`src/rtl/core/tgd_pkg.sv`:
```
package tgd_pkg;

    localparam int unsigned TimeW = 32;
    localparam int unsigned CfgW  = 16;

    typedef enum logic [2:0] {
        EV_NONE    = 3'd0,
        EV_TOUCH   = 3'd1,
        EV_RELEASE = 3'd2,
        EV_TAP     = 3'd3,
        EV_DOUBLE  = 3'd4,
        EV_LONG    = 3'd5
    } t_event;

    localparam logic [1:0] CFG_ENABLE    = 2'd0;
    localparam logic [1:0] CFG_DEBOUNCE  = 2'd1;
    localparam logic [1:0] CFG_LONG_HOLD = 2'd2;
    localparam logic [1:0] CFG_DBL_TAP   = 2'd3;

    localparam logic [CfgW-1:0] DEBOUNCE_RST  = 16'd20;
    localparam logic [CfgW-1:0] LONG_HOLD_RST = 16'd800;
    localparam logic [CfgW-1:0] DBL_TAP_RST   = 16'd400;

    typedef struct packed {
        logic            enable;
        logic [CfgW-1:0] debounce_ms;
        logic [CfgW-1:0] long_hold_ms;
        logic [CfgW-1:0] dbl_tap_ms;
    } t_cfg;

    typedef struct packed {
        logic             touched;
        logic             touch_edge;
        logic             release_edge;
        logic             single_tap;
        logic             dbl_tap;
        logic             long_hold;
        t_event           final_event;
        logic [TimeW-1:0] held_duration_ms;
    } t_result;

endpackage

```
`src/rtl/core/touch_gesture_debouncer.sv`:
```
// channel  | handshake            | payload
// ---------+----------------------+-------------------------------------------
// poll in  | i_valid / o_ready    | i_raw_level, i_now_ms
// event out| o_valid / i_ready    | o_touched .. o_final_event, o_held_duration_ms
// config   | i_cfg_we (no wait)   | i_cfg_idx, i_cfg_data
//
// a poll passes through the poll register, then the result register; one poll per cycle sustained while i_ready is high
// the state update is a single pass of subtract and compare at the poll register
// synchronous active-low reset clears control and gesture state, config to defaults
// a stalled result holds the output register; the poll register still fills behind it
module touch_gesture_debouncer
    import tgd_pkg::*;
(
    input  logic             i_clk,
    input  logic             i_rst_n,
    input  logic             i_valid,
    output logic             o_ready,
    input  logic             i_raw_level,
    input  logic [TimeW-1:0] i_now_ms,
    output logic             o_valid,
    input  logic             i_ready,
    output logic             o_touched,
    output logic             o_touch_edge,
    output logic             o_release_edge,
    output logic             o_single_tap,
    output logic             o_dbl_tap,
    output logic             o_long_hold,
    output logic [2:0]       o_final_event,
    output logic [TimeW-1:0] o_held_duration_ms,
    input  logic             i_cfg_we,
    input  logic [1:0]       i_cfg_idx,
    input  logic [CfgW-1:0]  i_cfg_data
);

    t_cfg             r_cfg;
    logic             r_in_valid, r_in_raw;
    logic [TimeW-1:0] r_in_now;
    logic             r_out_valid;
    t_result          r_out;
    t_result          step_res;
    logic             advance;

    always_ff @(posedge i_clk) begin
        if (!i_rst_n) begin
            r_cfg.enable       <= 1'b1;
            r_cfg.debounce_ms  <= DEBOUNCE_RST;
            r_cfg.long_hold_ms <= LONG_HOLD_RST;
            r_cfg.dbl_tap_ms   <= DBL_TAP_RST;
        end else if (i_cfg_we) begin
            case (i_cfg_idx)
                CFG_ENABLE:    r_cfg.enable       <= i_cfg_data[0];
                CFG_DEBOUNCE:  r_cfg.debounce_ms  <= i_cfg_data;
                CFG_LONG_HOLD: r_cfg.long_hold_ms <= i_cfg_data;
                CFG_DBL_TAP:   r_cfg.dbl_tap_ms   <= i_cfg_data;
                default: ;
            endcase
        end
    end

    // poll register moves on when the result register is free or drains
    assign advance = r_in_valid && (!r_out_valid || i_ready);
    assign o_ready = !r_in_valid || advance;

    always_ff @(posedge i_clk) begin
        if (!i_rst_n) begin
            r_in_valid <= 1'b0;
        end else if (i_valid && o_ready) begin
            r_in_valid <= 1'b1;
        end else if (advance) begin
            r_in_valid <= 1'b0;
        end
    end

    always_ff @(posedge i_clk) begin
        if (i_valid && o_ready) begin
            r_in_raw <= i_raw_level;
            r_in_now <= i_now_ms;
        end
    end

    tgd_step u_step (
        .i_clk    (i_clk),
        .i_rst_n  (i_rst_n),
        .i_fire   (advance),
        .i_cfg    (r_cfg),
        .i_raw    (r_in_raw),
        .i_now    (r_in_now),
        .o_result (step_res)
    );

    always_ff @(posedge i_clk) begin
        if (!i_rst_n) begin
            r_out_valid <= 1'b0;
        end else if (advance) begin
            r_out_valid <= 1'b1;
        end else if (i_ready) begin
            r_out_valid <= 1'b0;
        end
    end

    always_ff @(posedge i_clk) begin
        if (advance) begin
            r_out <= step_res;
        end
    end

    assign o_valid            = r_out_valid;
    assign o_touched          = r_out.touched;
    assign o_touch_edge       = r_out.touch_edge;
    assign o_release_edge     = r_out.release_edge;
    assign o_single_tap       = r_out.single_tap;
    assign o_dbl_tap          = r_out.dbl_tap;
    assign o_long_hold        = r_out.long_hold;
    assign o_final_event      = r_out.final_event;
    assign o_held_duration_ms = r_out.held_duration_ms;

endmodule

```
`src/rtl/core/tgd_step.sv`:
```
module tgd_step
    import tgd_pkg::*;
(
    input  logic             i_clk,
    input  logic             i_rst_n,
    input  logic             i_fire,
    input  t_cfg             i_cfg,
    input  logic             i_raw,
    input  logic [TimeW-1:0] i_now,
    output t_result          o_result
);

    logic             r_prev_raw, r_stable, r_long_fired, r_tap_pending;
    logic [TimeW-1:0] r_settle_start, r_touch_start, r_last_tap;

    logic             n_stable, n_long_fired, n_tap_pending;
    logic [TimeW-1:0] n_settle_start, n_touch_start, n_last_tap;

    logic             raw_changed, accept;
    logic [TimeW-1:0] settle_age, tap_age, hold_age;
    t_result          res;

    always_comb begin
        n_stable       = r_stable;
        n_long_fired   = r_long_fired;
        n_tap_pending  = r_tap_pending;
        n_settle_start = r_settle_start;
        n_touch_start  = r_touch_start;
        n_last_tap     = r_last_tap;

        res              = '0;
        res.final_event  = EV_NONE;

        raw_changed = (i_raw != r_prev_raw);
        settle_age  = i_now - r_settle_start;
        tap_age     = i_now - r_last_tap;
        // a raw change restarts the settle timer, so a poll that changes raw is never accepted
        accept      = !raw_changed && (settle_age > {16'd0, i_cfg.debounce_ms})
                      && (i_raw != r_stable);

        if (i_cfg.enable) begin
            if (raw_changed) begin
                n_settle_start = i_now;
            end
            if (accept) begin
                n_stable = i_raw;
                if (i_raw) begin
                    res.touch_edge  = 1'b1;
                    n_touch_start   = i_now;
                    n_long_fired    = 1'b0;
                    res.final_event = EV_TOUCH;
                end else begin
                    res.release_edge = 1'b1;
                    res.final_event  = EV_RELEASE;
                    if (!r_long_fired) begin
                        if ((tap_age < {16'd0, i_cfg.dbl_tap_ms}) && r_tap_pending) begin
                            n_tap_pending   = 1'b0;
                            res.dbl_tap     = 1'b1;
                            res.final_event = EV_DOUBLE;
                        end else begin
                            n_tap_pending   = 1'b1;
                            n_last_tap      = i_now;
                            res.single_tap  = 1'b1;
                            res.final_event = EV_TAP;
                        end
                    end
                end
            end
        end

        hold_age = i_now - n_touch_start;

        if (i_cfg.enable && n_stable && !n_long_fired
                && (hold_age >= {16'd0, i_cfg.long_hold_ms})) begin
            n_long_fired    = 1'b1;
            res.long_hold   = 1'b1;
            res.final_event = EV_LONG;
        end

        res.touched          = n_stable;
        res.held_duration_ms = n_stable ? hold_age : '0;
    end

    assign o_result = res;

    always_ff @(posedge i_clk) begin
        if (!i_rst_n) begin
            r_prev_raw     <= 1'b0;
            r_stable       <= 1'b0;
            r_long_fired   <= 1'b0;
            r_tap_pending  <= 1'b0;
            r_settle_start <= '0;
            r_touch_start  <= '0;
            r_last_tap     <= '0;
        end else if (i_fire && i_cfg.enable) begin
            r_prev_raw     <= i_raw;
            r_stable       <= n_stable;
            r_long_fired   <= n_long_fired;
            r_tap_pending  <= n_tap_pending;
            r_settle_start <= n_settle_start;
            r_touch_start  <= n_touch_start;
            r_last_tap     <= n_last_tap;
        end
    end

    a_edges_exclusive: assert property (@(posedge i_clk) disable iff (!i_rst_n)
        i_fire |-> !(o_result.touch_edge && o_result.release_edge))
        else $error("touch and release edge on one poll");

    a_long_while_touched: assert property (@(posedge i_clk) disable iff (!i_rst_n)
        (i_fire && o_result.long_hold) |-> o_result.touched)
        else $error("long touch without debounced touch");

    a_disabled_quiet: assert property (@(posedge i_clk) disable iff (!i_rst_n)
        (i_fire && !i_cfg.enable) |=> $stable(r_stable) && $stable(r_long_fired)
            && $stable(r_tap_pending))
        else $error("state changed while disabled");

    a_long_latched: assert property (@(posedge i_clk) disable iff (!i_rst_n)
        (i_fire && o_result.long_hold) |=> r_long_fired)
        else $error("long touch not latched");

endmodule

```
`config.mk`:
```
export PLATFORM = sky130hd
export DESIGN_NAME = touch_gesture_debouncer
export DESIGN_NICKNAME = d
export VERILOG_FILES = /design/src/rtl/core/tgd_pkg.sv /design/src/rtl/core/touch_gesture_debouncer.sv /design/src/rtl/core/tgd_step.sv
export SDC_FILE = /design/constraint.sdc
export NUM_CORES = 1
export LEC_CHECK = 0
export BUFFER_PORTS_ARGS = -buffer_cell sky130_fd_sc_hd__buf_4
export CAP_MARGIN = 25
export CORE_UTILIZATION = 45
export CTS_CLUSTER_DIAMETER = 30
export DETAILED_ROUTE_END_ITERATION = 7
export PLACE_DENSITY = 0.73
export SLEW_MARGIN = 20
export SYNTH_ARGS = -nofsm -noshare
export SYNTH_HDL_FRONTEND = slang
export SYNTH_SLANG_ARGS = --single-unit
```
`constraint.sdc`:
```
create_clock -name i_clk -period 15.77 [get_ports i_clk]
set_input_delay 2.3655 -clock i_clk [delete_from_list [all_inputs] [get_ports i_clk]]
set_output_delay 2.3655 -clock i_clk [all_outputs]
set_load 0.05 [all_outputs]
```
==> flow_metrics.tcl <==
set metrics [dict create \
    status "completed" \
    fmax_mhz 101 \
    r2r-start "r_in_now[8]" \
    cts_made_buffers 53 \
    first_global_vias 13400 \
    power.density_nw_per_um2 117 \
    cp_max_fo 7 \
    critPathLaunchType "flop" \
    drt-wirelength-per-cell_microns 18.0 \
    ff2ff_path_depth 37 \
    finalClockSkew_ns 0.0397 \
    core_area_sq_um 34500 \
    drt_iter0_markers 881 \
    async_flop_share_pct 0 \
    synth-xor-area-share_pct 3.67 \
    netlist_instances 1857 \
    maxCapViolations 0 \
    fin_tns_setup_ns 0 \
    first_pass_iters 5 \
    clk_latency_ns 0.58 \
    cts_resized 0 \
    synthAdderAreaFrac_pct 11.5 \
    ys.warnings.count 0 \
    postCtsHoldBufs 0 \
    gp_congestion 0.935 \
    ant_nets 0 \
    start_util_pct 45.7 \
    power_mw 2.22 \
    report.final.setup_viol 0 \
    cts_setup_buffers 0 \
    hold_path.class "flop to flop" \
    slew_viol_final 0 \
    syn_nets 2056 \
    critPathMaxStageDelay_ns 0.58 \
    critPathArrivalTime_ns 10.19 \
    yosysSeqAreaShare_pct 33.3 \
    drive_gt1_share_pct 11.8 \
    synth_flop_cell "dfxtp_1" \
    area_growth_pct 20.1 \
    slowest_stage "nor4_4" \
    cts_sinks 225 \
    routed_via_density 5.67 \
    syn_area_sq_um 15800 \
    cts_root_buf "clkbuf_16" \
    synth-seq-cells 225 \
    cts_tree "done" \
    antenna_found_initial 0 \
    synth_compound_area_share_pct 20.1 \
    critPathLaunch "r_in_now[8]" \
    port_buffers 98 \
    synth_top_family_by_area "compound AO/OA/AOI/OAI gates" \
    wirelength_microns 44000 \
    ios 99 \
    yosys.area_share.simple_pct 19.2 \
    critPathCaptureType "flop" \
    fp.dieArea_sq_um 35800 \
    hold_viol_final 0 \
    stdcell_area_sq_um 18900 \
    hold_depth 2 \
    grt_usage_pct 24.3 \
    die_y_microns 189 \
    ys_types 80 \
    die_w_microns 189 \
    grt_setup_unrepaired "false" \
    worst_pin_slew_ns 1.10 \
    grt_overflow 0 \
    h-tree-depth 2 \
    fin_crit_ns 9.88 \
    dpl.hpwl_microns 33500 \
    reg2reg_slack_ns 5.89 \
    finalCritPeriodShare_pct 62.6 \
    post_synth_mux_area_share_pct 6.83 \
    critPathMostFrequentCell "a21oi_1" \
    cts.clk_slew.worst_paths_ns 0.05 \
    required_ns 16.09 \
    drc 0 \
    clk_path_buf_depth 3 \
    nets 2148 \
    slew_headroom_pct 26.0 \
    grt_pass1_wl_microns 69100 \
    hold_start "u_step.r_last_tap[13]" \
    synth-edff-count 74 \
    vias 13900 \
    place_area_sq_um 16900 \
    row_count 68 \
    leakage_nw 7.17 \
    grt_max_degree 110 \
    avgSynthCellArea_sq_um 8.49 \
    crit_type "flop to flop" \
    ir_worst_vdd_mv 0.0871 \
]
[metal layers]
metal,routed length (microns),vias to the layer above,track usage (%)
met5,0,-,0
li1,-,6809,-
met1,19500,6549,31.4
met2,20400,440,40.3
met3,2620,99,3.69
met4,1510,0,10.4
[through the flow]
step	std cells	hold slack (ns)	util, %	setup slack (ns)
after floorplan	1857	0.435	-	7.59
after CTS	2449	0.460	54.9	5.95
after detailed placement	2349	0.446	49.0	5.96
final	2450	0.458	54.9	5.89
after global placement	2347	0.442	48.9	6.29
after global routing	2449	0.470	54.9	5.26
[path summary, 6_finish.rpt]
check,end
worst max-delay path,o_final_event[2]
worst min-delay path,u_step.r_last_tap[13]
worst max register to register,o_final_event[2]
worst min register to register,u_step.r_last_tap[13]
[area by class of cell]
class	count	area, sq um
fillers	3077	15500
multi-input cells	1415	9680
flip-flops and latches	225	5250
clock buffers	68	1530
repair buffers	113	868
well taps	455	569
inverters	141	529
clock inverters	32	495
diodes	1	2.50
[cells by family (layout without fill, tap and decap cells)]
| group | after synthesis | count (layout) |
|---|---|---|
| simple gates | 634 | 634 |
| other cells | 0 | 1 |
| fa+ha+maj | 143 | 143 |
| compound gates | 465 | 465 |
| mux | 107 | 107 |
| xor+xnor | 66 | 66 |
| flops | 225 | 225 |
| buf+inv | 217 | 354 |
[cell usage in the layout, fill, tap and decap left out, types with 6 or more instances in the layout]
cell type,synthesis,layout
o21a_1,18,18
o21bai_1,11,11
o211ai_1,24,24
o21ai_0,58,58
a221oi_1,7,7
edfxtp_1,74,74
and4_1,6,6
nor2b_1,67,67
buf_4,1,112
xor2_1,27,27
mux2i_1,103,103
or3_1,8,8
a2111oi_0,8,8
nand4_1,20,20
a21boi_0,82,82
a21oi_1,111,111
clkbuf_16,0,59
a31oi_1,18,18
nor4_1,14,14
a21o_1,47,47
o2111ai_1,7,7
bufinv_16,0,10
nor2_1,85,84
clkbuf_1,59,7
a211o_1,6,6
or2_2,9,9
nand2b_1,21,21
and3_1,18,18
xnor2_1,39,39
ha_1,140,140
and2_1,12,11
clkinv_2,0,6
a211oi_1,17,17
nand2_1,305,305
nor3b_1,6,6
nor3_1,22,22
inv_1,141,141
nand3_1,25,25
dfxtp_1,151,151
[power breakdown]
part	internal (mW)	switching, mW	total (mW)
logic	0.141	0.222	0.363
registers	0.622	0.0183	0.640
clock network	0.853	0.361	1.21
[cell usage after synthesis (8+ instances only)]
library cell  instances  area share [%]
dfxtp_1             151              19
nand3_1              25            0.79
a211oi_1             17            0.81
clkbuf_1             59             1.4
a21oi_1             111             3.5
nor2b_1              67             2.7
or2_2                 9            0.36
nor2_1               85             2.0
inv_1               141             3.4
a2111oi_0             8            0.44
xnor2_1              39             2.2
nor4_1               14            0.56
nand4_1              20            0.79
nand2b_1             21            0.83
o21a_1               18            0.86
o21ai_0              58             1.8
o21bai_1             11            0.52
and2_1               12            0.48
xor2_1               27             1.5
mux2i_1             103             6.5
nor3_1               22            0.70
buf_2                11            0.35
edfxtp_1             74              14
or3_1                 8            0.32
ha_1                140              11
and3_1               18            0.71
a21o_1               47             2.2
nand2_1             305             7.3
a31oi_1              18            0.71
a21boi_0             82             3.9
o211ai_1             24             1.1
[sequential cells by signal, indices dropped and copies added (netlist names), 3 cells and up]
signal,count
u_step.r_touch_start,32
u_step.r_last_tap,32
o_final_event,3
r_in_now,32
u_step.r_settle_start,32
o_held_duration_ms,32
r_cfg,49
[critical path, delay by kind of cell (launching register included)]
kind | cells | cell delay (ns)
multiplexers | 1 | 0.27
adder cells (fa/ha/maj) | 5 | 1.57
AO/OA/AOI/OAI | 17 | 3.77
flip-flops | 1 | 0.49
XOR/XNOR | 2 | 0.25
AND/OR/NAND/NOR | 11 | 3.22
buffers and inverters | 1 | 0.05
Note: power is estimated with default switching activity, not from simulation.
